<file path="src/hw/rtl/weekly_alarm_scheduler_defines.svh">
// Assertion macros for the weekly alarm scheduler
`ifndef WEEKLY_ALARM_SCHEDULER_DEFINES_SVH
`define WEEKLY_ALARM_SCHEDULER_DEFINES_SVH

`ifndef ASSERT_OFF

// Property checked at every rising clock edge outside reset
`define WKAL_ASSERT(name, prop, msg) \
   name: assert property (@(posedge clock) disable iff (reset) (prop)) \
      else $error(msg);

// Overlapping implication, checked outside reset
`define WKAL_ASSERT_IMP(name, ante, cons, msg) \
   name: assert property (@(posedge clock) disable iff (reset) (ante) |-> (cons)) \
      else $error(msg);

`else

`define WKAL_ASSERT(name, prop, msg)
`define WKAL_ASSERT_IMP(name, ante, cons, msg)

`endif

`endif

</file>
<file path="src/hw/rtl/wkal_pkg.sv">
// Types, constants and helpers shared by the weekly alarm scheduler
package wkal_pkg;

   localparam int ENTRIES     = 16;
   localparam int ADDR_W      = $clog2(ENTRIES);
   localparam int CNT_W       = $clog2(ENTRIES + 1);
   localparam int OFFSETS     = 8;
   localparam int OFF_W       = $clog2(OFFSETS);
   localparam int DAYS        = 7;
   localparam int SEC_PER_MIN = 60;
   localparam int MIN_PER_HR  = 60;
   localparam int SEC_PER_DAY = 86400;
   localparam int ONE_WEEK    = 604800;
   localparam int DELAY_W     = 20;
   localparam int BASE_W      = 19;
   localparam int T_W         = 21;

   localparam logic [1:0] CMD_WRITE = 2'd0;
   localparam logic [1:0] CMD_QUERY = 2'd1;
   localparam logic [1:0] CMD_FIRE  = 2'd2;
   localparam logic [1:0] CMD_NOP   = 2'd3;

   localparam logic [1:0] STATUS_WRITTEN = 2'd0;
   localparam logic [1:0] STATUS_ARMED   = 2'd1;
   localparam logic [1:0] STATUS_NONE    = 2'd2;

   typedef enum logic [2:0] {
      ST_IDLE,
      ST_FIRE_RD,
      ST_FIRE_CAP,
      ST_SWEEP,
      ST_DONE
   } state_type;

   typedef struct packed {
      logic [6:0] mask;
      logic [4:0] hour;
      logic [5:0] minute;
      logic [7:0] amount;
      logic       enable;
   } entry_type;

   typedef struct packed {
      logic [1:0] command;
      logic [3:0] entry_slot;
      logic [6:0] day_mask;
      logic [4:0] entry_hour;
      logic [5:0] entry_minute;
      logic [7:0] entry_amount;
      logic       entry_enable;
      logic [2:0] now_weekday;
      logic [4:0] now_hour;
      logic [5:0] now_minute;
      logic [5:0] now_second;
   } req_payload_type;

   typedef struct packed {
      logic [1:0]         status;
      logic [3:0]         armed_slot;
      logic [DELAY_W-1:0] delay_seconds;
      logic               fired;
      logic [7:0]         fired_amount;
   } rsp_payload_type;

   // weekday plus offset, wrapped into one week; wday is already below DAYS
   function automatic logic [2:0] day_of(input logic [2:0] wday,
                                         input logic [OFF_W-1:0] offs);
      logic [3:0] sum;
      sum = {1'b0, wday} + {1'b0, offs};
      if (sum >= 4'(DAYS)) begin
         sum = sum - 4'(DAYS);
      end
      return sum[2:0];
   endfunction

endpackage

</file>
<file path="src/hw/rtl/wkal_stream_if.sv">
// Valid/ready channel interfaces for the scheduler's command and result beats
interface wkal_req_if
   import wkal_pkg::*;
   ();
   logic            valid;
   logic            ready;
   req_payload_type data;

   modport source (output valid, output data, input ready);
   modport sink   (input valid, input data, output ready);
endinterface

interface wkal_rsp_if
   import wkal_pkg::*;
   ();
   logic            valid;
   logic            ready;
   rsp_payload_type data;

   modport source (output valid, output data, input ready);
   modport sink   (input valid, input data, output ready);
endinterface

</file>
<file path="src/hw/rtl/weekly_alarm_scheduler.sv">
// Weekly alarm scheduler: a table of weekly alarms, searched for the nearest one on a query.
// A query reads entry_count entries (entry_count saturated at the table size): the table sits in a
// single-port memory read one entry per cycle, and every entry is checked against all eight
// day offsets at once in a two-stage pipeline behind the read.
// A fire command first reads the armed entry's amount, in ST_FIRE_RD and ST_FIRE_CAP, before the search. A new
// command is taken while a finished result still waits on the result channel; the next result
// is held until that one has gone. Command 3 is taken and gives no result.
`include "weekly_alarm_scheduler_defines.svh"

module weekly_alarm_scheduler
   import wkal_pkg::*;
(
   input  logic             clock,
   input  logic             reset,
   wkal_req_if.sink         req_ch,
   wkal_rsp_if.source       rsp_ch,
   input  logic             csr_wr_en,
   input  logic [4:0]       csr_wr_data
);

   entry_type mem [ENTRIES];
   entry_type mem_q_ff;
   logic [ADDR_W-1:0] rd_addr;
   logic              mem_we;

   state_type state_ff, state_in;

   logic [4:0]        entry_count_ff;
   logic [CNT_W-1:0]  limit;

   logic [1:0]        cmd_ff, cmd_in;
   logic [2:0]        wday_ff, wday_in;
   logic [4:0]        hh_ff, hh_in;
   logic [5:0]        mm_ff, mm_in;
   logic [5:0]        ss_ff, ss_in;

   logic [CNT_W-1:0]  cnt_ff, cnt_in;
   logic              v1_ff, v1_in;
   logic [ADDR_W-1:0] idx1_ff, idx1_in;

   logic              v2_ff;
   logic [ADDR_W-1:0] idx2_ff;
   logic [6:0]        mask2_ff;
   logic              en2_ff;
   logic signed [BASE_W-1:0] base_ff, base_in;

   logic              found_ff, found_in;
   logic [OFF_W-1:0]  best_d_ff, best_d_in;
   logic [DELAY_W-1:0] best_t_ff, best_t_in;
   logic [ADDR_W-1:0] pick_ff, pick_in;

   logic              fired_ff, fired_in;
   logic [7:0]        fired_amt_ff, fired_amt_in;

   logic              armed_valid_ff, armed_valid_in;
   logic [ADDR_W-1:0] armed_slot_ff, armed_slot_in;

   logic              rsp_valid_ff, rsp_valid_in;
   rsp_payload_type   rsp_data_ff, rsp_data_in;

   logic              req_ready;
   logic              accept;
   logic              start_search;
   logic              load_rsp;

   logic              e_hit;
   logic [OFF_W-1:0]  e_d;
   logic [DELAY_W-1:0] e_t;
   logic              take;

   assign limit = (entry_count_ff > 5'(ENTRIES)) ? CNT_W'(ENTRIES) : CNT_W'(entry_count_ff);
   assign accept = req_ch.valid && req_ready;
   assign req_ch.ready = req_ready;
   assign rsp_ch.valid = rsp_valid_ff;
   assign rsp_ch.data  = rsp_data_ff;

   // table memory
   assign rd_addr = (state_ff == ST_FIRE_RD) ? armed_slot_ff : cnt_ff[ADDR_W-1:0];
   assign mem_we  = accept && (req_ch.data.command == CMD_WRITE) &&
                    (int'(req_ch.data.entry_slot) < ENTRIES);

   always_ff @(posedge clock) begin
      if (mem_we) begin
         mem[ADDR_W'(req_ch.data.entry_slot)] <= '{mask:   req_ch.data.day_mask,
                                                 hour:   req_ch.data.entry_hour,
                                                 minute: req_ch.data.entry_minute,
                                                 amount: req_ch.data.entry_amount,
                                                 enable: req_ch.data.entry_enable};
      end
      mem_q_ff <= mem[rd_addr];
   end

   // sequencer
   always_ff @(posedge clock) begin
      if (reset) begin
         state_ff <= ST_IDLE;
      end else begin
         state_ff <= state_in;
      end
   end

   always_comb begin
      state_in     = state_ff;
      req_ready    = 1'b0;
      start_search = 1'b0;
      load_rsp     = 1'b0;
      case (state_ff)
         ST_IDLE: begin
            req_ready = 1'b1;
            if (req_ch.valid) begin
               case (req_ch.data.command)
                  CMD_WRITE: state_in = ST_DONE;
                  CMD_QUERY: begin
                     state_in     = ST_SWEEP;
                     start_search = 1'b1;
                  end
                  CMD_FIRE: begin
                     state_in     = ST_FIRE_RD;
                     start_search = 1'b1;
                  end
                  default: state_in = ST_IDLE;
               endcase
            end
         end
         ST_FIRE_RD:  state_in = ST_FIRE_CAP;
         ST_FIRE_CAP: state_in = ST_SWEEP;
         ST_SWEEP: begin
            if (cnt_ff >= limit && !v1_ff && !v2_ff) begin
               state_in = ST_DONE;
            end
         end
         ST_DONE: begin
            if (!rsp_valid_ff || rsp_ch.ready) begin
               load_rsp = 1'b1;
               state_in = ST_IDLE;
            end
         end
         default: state_in = ST_IDLE;
      endcase
   end

   // command capture and read issue
   always_comb begin
      cmd_in  = cmd_ff;
      wday_in = wday_ff;
      hh_in   = hh_ff;
      mm_in   = mm_ff;
      ss_in   = ss_ff;
      if (accept) begin
         cmd_in  = req_ch.data.command;
         wday_in = (req_ch.data.now_weekday >= 3'(DAYS)) ? 3'd0 : req_ch.data.now_weekday;
         hh_in   = req_ch.data.now_hour;
         mm_in   = req_ch.data.now_minute;
         ss_in   = req_ch.data.now_second;
      end
      cnt_in  = cnt_ff;
      v1_in   = 1'b0;
      idx1_in = cnt_ff[ADDR_W-1:0];
      if (start_search) begin
         cnt_in = '0;
      end else if (state_ff == ST_SWEEP && cnt_ff < limit) begin
         v1_in  = 1'b1;
         cnt_in = cnt_ff + CNT_W'(1);
      end
   end

   // stage 1: seconds from now to the entry's time on the current day
   always_comb begin
      logic signed [6:0]  hd;
      logic signed [7:0]  md;
      logic signed [11:0] mins;
      hd = signed'({2'b00, mem_q_ff.hour}) - signed'({2'b00, hh_ff});
      md = signed'({2'b00, mem_q_ff.minute}) - signed'({2'b00, mm_ff});
      mins = 12'(hd) * 12'(MIN_PER_HR) + 12'(md);
      base_in = BASE_W'(mins) * BASE_W'(SEC_PER_MIN) - BASE_W'(signed'({1'b0, ss_ff}));
   end

   // stage 2: earliest qualifying day offset for this entry, all offsets in parallel
   always_comb begin
      logic signed [T_W-1:0] t_d;
      logic [2:0]            day;
      e_hit = 1'b0;
      e_d   = '0;
      e_t   = '0;
      for (int d = OFFSETS - 1; d >= 0; d--) begin
         t_d = T_W'(base_ff) + T_W'(d * SEC_PER_DAY);
         day = day_of(wday_ff, OFF_W'(d));
         if (en2_ff && mask2_ff[day] && !t_d[T_W-1] && t_d < T_W'(ONE_WEEK)) begin
            e_hit = 1'b1;
            e_d   = OFF_W'(d);
            e_t   = t_d[DELAY_W-1:0];
         end
      end
   end

   // strict compare keeps the lower index on a tie
   assign take = v2_ff && e_hit &&
                 (!found_ff || e_d < best_d_ff || (e_d == best_d_ff && e_t < best_t_ff));

   always_comb begin
      found_in  = found_ff;
      best_d_in = best_d_ff;
      best_t_in = best_t_ff;
      pick_in   = pick_ff;
      if (start_search) begin
         found_in  = 1'b0;
         best_d_in = '0;
         best_t_in = DELAY_W'(ONE_WEEK);
         pick_in   = '0;
      end else if (take) begin
         found_in  = 1'b1;
         best_d_in = e_d;
         best_t_in = e_t;
         pick_in   = idx2_ff;
      end
   end

   // fire report, armed entry and result beat
   always_comb begin
      fired_in     = fired_ff;
      fired_amt_in = fired_amt_ff;
      if (start_search) begin
         fired_in     = 1'b0;
         fired_amt_in = '0;
      end else if (state_ff == ST_FIRE_CAP && armed_valid_ff) begin
         fired_in     = 1'b1;
         fired_amt_in = mem_q_ff.amount;
      end

      armed_valid_in = armed_valid_ff;
      armed_slot_in  = armed_slot_ff;
      if (load_rsp && cmd_ff != CMD_WRITE) begin
         armed_valid_in = found_ff;
         armed_slot_in  = found_ff ? pick_ff : '0;
      end

      rsp_data_in = rsp_data_ff;
      if (load_rsp) begin
         if (cmd_ff == CMD_WRITE) begin
            rsp_data_in = '0;
            rsp_data_in.status = STATUS_WRITTEN;
         end else begin
            rsp_data_in.status        = found_ff ? STATUS_ARMED : STATUS_NONE;
            rsp_data_in.armed_slot    = found_ff ? 4'(pick_ff) : 4'd0;
            rsp_data_in.delay_seconds = best_t_ff;
            rsp_data_in.fired         = fired_ff;
            rsp_data_in.fired_amount  = fired_amt_ff;
         end
      end

      if (load_rsp) begin
         rsp_valid_in = 1'b1;
      end else if (rsp_ch.ready) begin
         rsp_valid_in = 1'b0;
      end else begin
         rsp_valid_in = rsp_valid_ff;
      end
   end

   always_ff @(posedge clock) begin
      if (reset) begin
         entry_count_ff <= '0;
         armed_valid_ff <= 1'b0;
         armed_slot_ff  <= '0;
         rsp_valid_ff   <= 1'b0;
         v1_ff          <= 1'b0;
         v2_ff          <= 1'b0;
         cnt_ff         <= '0;
         found_ff       <= 1'b0;
      end else begin
         if (csr_wr_en) begin
            entry_count_ff <= csr_wr_data;
         end
         armed_valid_ff <= armed_valid_in;
         armed_slot_ff  <= armed_slot_in;
         rsp_valid_ff   <= rsp_valid_in;
         v1_ff          <= v1_in;
         v2_ff          <= v1_ff;
         cnt_ff         <= cnt_in;
         found_ff       <= found_in;
      end
   end

   always_ff @(posedge clock) begin
      cmd_ff       <= cmd_in;
      wday_ff      <= wday_in;
      hh_ff        <= hh_in;
      mm_ff        <= mm_in;
      ss_ff        <= ss_in;
      idx1_ff      <= idx1_in;
      idx2_ff      <= idx1_ff;
      mask2_ff     <= mem_q_ff.mask;
      en2_ff       <= mem_q_ff.enable;
      base_ff      <= base_in;
      best_d_ff    <= best_d_in;
      best_t_ff    <= best_t_in;
      pick_ff      <= pick_in;
      fired_ff     <= fired_in;
      fired_amt_ff <= fired_amt_in;
      rsp_data_ff  <= rsp_data_in;
   end

   // checks
   `WKAL_ASSERT_IMP(a_arm_at_done, $rose(armed_valid_ff), $past(state_ff == ST_DONE), "armed outside completion")
   `WKAL_ASSERT_IMP(a_pipe_in_sweep, v1_ff || v2_ff, state_ff == ST_SWEEP, "search pipeline busy outside sweep")
   `WKAL_ASSERT_IMP(a_none_full_week, rsp_valid_ff && rsp_data_ff.status == STATUS_NONE, rsp_data_ff.delay_seconds == DELAY_W'(ONE_WEEK) && rsp_data_ff.armed_slot == 4'd0, "no-alarm beat malformed")
   `WKAL_ASSERT_IMP(a_fire_not_write, rsp_valid_ff && rsp_data_ff.fired, rsp_data_ff.status != STATUS_WRITTEN, "fired flag on a write beat")

endmodule
</file>
<file path="src/flat_wrapper.sv">
// flat-port wrapper written by rule: the top's interface ports become plain ports
module weekly_alarm_scheduler_flat import wkal_pkg::*;
  (clock, reset, csr_wr_en, csr_wr_data, req_ch_valid, req_ch_data, req_ch_ready, rsp_ch_valid, rsp_ch_data, rsp_ch_ready);
  wkal_req_if req_ch_i ();
  wkal_rsp_if rsp_ch_i ();
  input  logic clock;
  input  logic reset;
  input  logic csr_wr_en;
  input  logic [4:0] csr_wr_data;
  input wire logic [$bits(req_ch_i.valid)-1:0] req_ch_valid;
  input wire logic [$bits(req_ch_i.data)-1:0] req_ch_data;
  output wire logic [$bits(req_ch_i.ready)-1:0] req_ch_ready;
  output wire logic [$bits(rsp_ch_i.valid)-1:0] rsp_ch_valid;
  output wire logic [$bits(rsp_ch_i.data)-1:0] rsp_ch_data;
  input wire logic [$bits(rsp_ch_i.ready)-1:0] rsp_ch_ready;
  assign req_ch_i.valid = req_ch_valid;
  assign req_ch_i.data = req_ch_data;
  assign req_ch_ready = req_ch_i.ready;
  assign rsp_ch_valid = rsp_ch_i.valid;
  assign rsp_ch_data = rsp_ch_i.data;
  assign rsp_ch_i.ready = rsp_ch_ready;
  weekly_alarm_scheduler u_core (.clock(clock), .reset(reset), .req_ch(req_ch_i), .rsp_ch(rsp_ch_i), .csr_wr_en(csr_wr_en), .csr_wr_data(csr_wr_data));
endmodule
</file>
<file path="config.mk">
export PLATFORM = sky130hd
export DESIGN_NAME = weekly_alarm_scheduler_flat
export DESIGN_NICKNAME = d
export VERILOG_FILES = /design/src/hw/rtl/wkal_pkg.sv /design/src/hw/rtl/wkal_stream_if.sv /design/src/hw/rtl/weekly_alarm_scheduler.sv /design/src/flat_wrapper.sv
export VERILOG_INCLUDE_DIRS = /design/src /design/src/hw/rtl
export SDC_FILE = /design/constraint.sdc
export NUM_CORES = 1
export LEC_CHECK = 0
export BUFFER_PORTS_ARGS = -buffer_cell sky130_fd_sc_hd__buf_2
export CORE_ASPECT_RATIO = 0.75
export CORE_MARGIN = 2
export CORE_UTILIZATION = 35
export DETAILED_ROUTE_END_ITERATION = 16
export PLACE_DENSITY = 0.62
export REMOVE_ABC_BUFFERS = 1
export SYNTH_ARGS = -nofsm -noshare
export SYNTH_HDL_FRONTEND = slang
export SYNTH_SLANG_ARGS = --single-unit
</file>
<file path="constraint.sdc">
create_clock -name clock -period 14.9 [get_ports clock]
set_clock_uncertainty 0.2 [all_clocks]
set_input_delay 2.98 -clock clock [delete_from_list [all_inputs] [get_ports clock]]
set_output_delay 2.98 -clock clock [all_outputs]
set_load 0.01 [all_outputs]
</file>
Word level (Yosys, flattened, before mapping):

Memories as Yosys holds them, arrays and structs flattened. A register that Yosys moved wholly into a read port is not among the register bits.
Cells that the tools add are included.
W data, S select, Z words.

* output and inout port bits: 37
* input port bits: 63
* memory bits (writable): 432
* word-level logic and storage cells: 224
* memories kept: 1
* register bits after elaboration: 150

Memory list
* u_core.mem: words 16, width 27, rd ports 1, clocked after memory_dff 1, wr ports 1, RTL line weekly_alarm_scheduler.sv:21 `entry_type mem [ENTRIES];`

* multiplexer cells: 68
* reduce and logical (&&, ||, !) cells: 57
* add/sub/neg operators: 27
* multiply operators: 2
* $lt $le $gt $ge: 30
* equal/unequal tests: 10

Operators by type and width (number)
* $mux W20: 8
* $lt A21 B21 Y1 const B: 7
* $add A19 B20 Y21 const B: 3
* $mux W3: 19
* $add A19 B19 Y20 const B: 2
* $logic_and A1 B1 Y1: 34
* $lt A3 B4 Y1 const B: 8
* $ge A4 B3 Y1 const B: 7
* $mux W1: 27
* $bmux W1 S3: 8
* $sub A3 B3 Y3 const B: 8
* $add A19 B21 Y21 const B: 1
* $lt A19 B21 Y1 const B: 1
* $add A19 B18 Y20 const B: 1
* $lt A20 B20 Y1: 1
* $sub A19 B7 Y19: 1
* $mul A12 B5 Y17 const B: 1
* $add A3 B3 Y4 const B: 4
* $pmux W3 S5: 1
* $add A12 B7 Y12: 1
* $logic_not A1 Y1: 12
* $mul A6 B5 Y10 const B: 1
* $pmux W3 S3: 1
* $add A3 B2 Y4 const B: 2
* 26 further kinds: 35

Longest topological paths before layout:

* depth in word-level cells: 20
* gate-level depth with buffers: 36
* gate-level depth less buffers: 36

Least setup slack after synthesis:

OpenSTA, ideal clock, no wires.

* kind: reg-to-reg
* start: register u_core.hh_ff[1]
* end: register u_core.base_ff[18]
* library setup time: 116 ps
* arrival: 8200 ps
* path buffers: 0
* slack: 6385 ps
* stages on the path, launching flop included: 34
* period minus slack after synthesis: 8515 ps
* required time: 14584 ps
* cell sequence: edfxtp_1 -> inv_1 -> ha_1 -> a21o_1 -> a21o_1 -> xnor2_1 -> inv_1 -> ha_1 -> ha_1 -> xnor2_1 -> fa_1 -> inv_1 -> ha_1 -> o21a_1 -> o21ai_0 -> nand2b_1 -> xor2_1 -> ha_1 -> xnor2_1 -> ha_1 -> fa_1 -> inv_1 -> fa_1 -> inv_1 -> ha_1 -> nor2_1 -> a221oi_1 -> o311ai_1 -> or4b_1 -> nor4_1 -> nand2b_1 -> mux2i_1 -> mux2i_1 -> nor2_1

* word-level cells in the longest chain between the ends: 5

RTL lines
* from (decl): RTL line weekly_alarm_scheduler.sv:33 `logic [4:0] hh_ff, hh_in;`
* from (signal assigned): RTL line weekly_alarm_scheduler.sv:287 `hh_ff <= hh_in;`
* $sub A5 B5 Y6: RTL line weekly_alarm_scheduler.sv:172 `hd = signed'({2'b00, mem_q_ff.hour}) - signed'({2'b00, hh_ff});`
* $mul A6 B5 Y10: RTL line weekly_alarm_scheduler.sv:174 `mins = 12'(hd) * 12'(MIN_PER_HR) + 12'(md);`
* $add A12 B7 Y12: RTL line weekly_alarm_scheduler.sv:174
* $mul A12 B5 Y17: RTL line weekly_alarm_scheduler.sv:175 `base_in = BASE_W'(mins) * BASE_W'(SEC_PER_MIN) - BASE_W'(signed'({1'b0, ss_ff}));`
* $sub A19 B7 Y19: RTL line weekly_alarm_scheduler.sv:175
* net u_core.base_in[18]: RTL line weekly_alarm_scheduler.sv:45 `logic signed [BASE_W-1:0] base_ff, base_in;`
* to (signal assigned): RTL line weekly_alarm_scheduler.sv:294 `base_ff <= base_in;`
* to (decl): RTL line weekly_alarm_scheduler.sv:45

The timed path passes the listed nets, and every way through them passes these cells.
A chain may end at the register's enable or synchronous reset.

Worst setup path in the final report:

Same ends and word-level chain as after synthesis.

==> results_dict.tcl <==
set metrics [dict create \
    die_w_um 348 \
    worst_pin_slew_ns 1.15 \
    cts_buffers 60 \
    post_cts_buffers 0 \
    cts.hold.buffers_added 0 \
    cts_repair_resize_count 0 \
    vias 21500 \
    area_delta_synth_final_pct 11.6 \
    clock_latency_ns 0.64 \
    setup_tns_ns 0 \
    synthesis.area_um2 31100 \
    pin_count 100 \
    synth.area.top_cells "edfxtp_1 (47%), dfxtp_1 (7.7%), ha_1 (4.9%)" \
    grt_util_all_layers_pct 16.4 \
    hp-class "flip-flop to flip-flop" \
    status "finished clean" \
    yosysUniqueCellTypes 106 \
    coreArea_um2 87900 \
    cp_max_fo 8 \
    clock-sinks 609 \
    grt_overflow 0 \
    seq_area_frac_synth_pct 55.0 \
    whs_path_depth 0 \
    drtPass1Iterations 7 \
    die_area_um2 91200 \
    crit_type "flip-flop to flip-flop" \
    setup_viol 0 \
    instances_no_fill 4008 \
    path_clk_slew_ns 0.06 \
    min_to "u_core.mask2_ff[3]" \
    post-route-min-period_ns 9.37 \
    ant_nets 0 \
    fmax_mhz 107 \
    start_kind "flip-flop" \
    vias_per_cell 5.37 \
    syn_avg_cell_area_um2 11.2 \
    r2r-start "u_core.hh_ff[1]" \
    rows 94 \
    clockRootBuffer "clkbuf_16" \
    maxCapViolCount 0 \
    end_kind "flip-flop" \
    cts_max_level 2 \
    fillers 8351 \
    drive_gt1_share_pct 10.7 \
    yosys_warnings 0 \
    hold_viol_final 0 \
    drt-initial-drc-count 1785 \
    cp_common_cell "ha_1" \
    wl_per_cell_um 19.2 \
    synth_cells 2780 \
    maxSlewViolCount 0 \
    drcViolationCount 0 \
    wl_um 77000 \
    place.port_buffers 99 \
    fin_util_pct 39.5 \
    cp_slowest_stage_delay_ns 0.72 \
    yosys.area.top_type "edfxtp_1" \
    dp_cells 3893 \
    relSlewSlack_pct 23.2 \
    nets 3015 \
    synth_top_area_share_pct 47.3 \
    async_reset_ff_share_pct 0 \
    critPathSlowestCell "xnor2_1" \
    place_hpwl_um 46100 \
    antenna_found_initial 8 \
    cts_buffer_depth 3 \
    reg2reg_depth 33 \
    grt_pass1_wl_um 118000 \
    critPathRequiredTime_ns 15.21 \
    post-route-period-util_pct 62.9 \
    cts_tree "built" \
    ys_ff_latch 609 \
    grt_pass1_vias 20200 \
    grt_setup_unrepaired "false" \
    r2r-end "u_core.base_ff[18]" \
    initial_core_util_pct 35.4 \
    hold_start "u_core.mem_q_ff[23]" \
    worstPathArrival_ns 9.67 \
    gp_congestion 0.940 \
    grt_max_degree 140 \
    die_h_um 262 \
    r2r_slack_ns 5.53 \
    synth_edf_count 489 \
    synth_ff_type "edfxtp_1" \
]
## cell usage in the layout (no fill, tap or decap), types with 68 or more instances in the layout
| cell type | instances |
|---|---|
| a31oi_1 | 68 |
| inv_1 | 129 |
| o21ai_0 | 76 |
| edfxtp_1 | 489 |
| a211oi_1 | 155 |
| dfxtp_1 | 120 |
| nor2_1 | 140 |
| a21oi_1 | 154 |
| and2_1 | 117 |
| nand2_1 | 331 |
| buf_2 | 99 |
| ha_1 | 121 |
## synth_stat cells, drive strengths merged, types with 57 or more instances
master    n
a211oi  158
a21oi   157
a311oi   59
a31oi    69
and2    139
clkbuf  137
dfxtp   120
edfxtp  489
ha      121
inv     130
nand2   332
nor2    154
o21ai    78
xnor2    57
## cell families after synthesis
family,after synthesis,synth area share [%]
fa+ha+maj,149,6.68
buf+inv,314,4.18
mux,57,2.07
compound gates,722,16.4
xor+xnor,82,2.36
simple gates,847,13.4
flops,609,55.0
## worst max-delay path by stage
stage / depth (start not counted) / to / from / slack [ns]
after global placement: 33 / u_core.base_ff[18] / u_core.hh_ff[1] / 5.74
after detailed placement: 33 / u_core.base_ff[18] / u_core.hh_ff[1] / 5.53
after floorplan: 6 / u_core.mem_q_ff[0] / u_core.state_ff[0] / 4.12
after CTS: 33 / u_core.base_ff[18] / u_core.hh_ff[1] / 5.52
final: 33 / u_core.base_ff[18] / u_core.hh_ff[1] / 5.53
after global routing: 33 / u_core.base_ff[18] / u_core.hh_ff[1] / 4.67
## layer usage
layer  global-route usage, %  share of wire [%]  vias to the layer above
li1                        -                  -                    10400
met1                    22.8                 45                    10400
met2                    26.2                 45                      642
met3                    3.26                6.8                      122
met4                    4.67                2.1                        4
met5                       0              0.040                        -
## critical path, delay by kind of cell, from the launching register on
kind | cells | cell delay [ns]
AOI/OAI and AO/OA | 6 | 1.22
xor gates and xnor gates | 4 | 1.45
adders and majority gates | 10 | 3.78
DFF | 1 | 0.36
buffers and inverters | 5 | 0.41
and+or+nand+nor | 6 | 1.40
muxes | 2 | 0.44
## stage by stage
step / worst slack (ns) / area [µm²] / hold WS, ns
floorplan: 4.12 / 30300 / 0.110
global placement: 5.74 / 32700 / 0.110
detailed placement: 5.53 / 32700 / 0.112
CTS: 5.52 / 34700 / 0.115
global route: 4.67 / 34700 / 0.124
finish: 5.53 / 34700 / 0.118
## cell type report
| type | count | area, µm² | area share (%) |
|---|---|---|---|
| Timing Repair Buffer | 142 | 818 | 2.36 |
| Multi-Input combinational cell | 1857 | 12900 | 37.1 |
| Tap cell | 1152 | 1440 | 4.16 |
| Sequential cell | 609 | 17100 | 49.3 |
| Clock inverter | 31 | 278 | 0.801 |
| Antenna cell | 5 | 12.5 | 0.0361 |
| Inverter | 133 | 499 | 1.44 |
| Clock buffer | 79 | 1670 | 4.81 |
## flip-flops by register name (all words and copies together), names as in the netlist, 3 cells and up
name                   flops
u_core.mem               432
u_core.rsp_ch.data        35
u_core.mem_q_ff           27
u_core.best_t_ff          20
u_core.base_ff            19
u_core.fired_amt_ff        8
u_core.mask2_ff            7
u_core.mm_ff               6
u_core.ss_ff               6
u_core.cnt_ff              5
u_core.entry_count_ff      5
u_core.hh_ff               5
u_core.armed_slot_ff       4
u_core.idx1_ff             4
u_core.idx2_ff             4
u_core.pick_ff             4
u_core.best_d_ff           3
u_core.state_ff            3
u_core.wday_ff             3
Power is not shown: default switching activity piles up to over one toggle a cycle in this logic, so the estimate is an artifact.
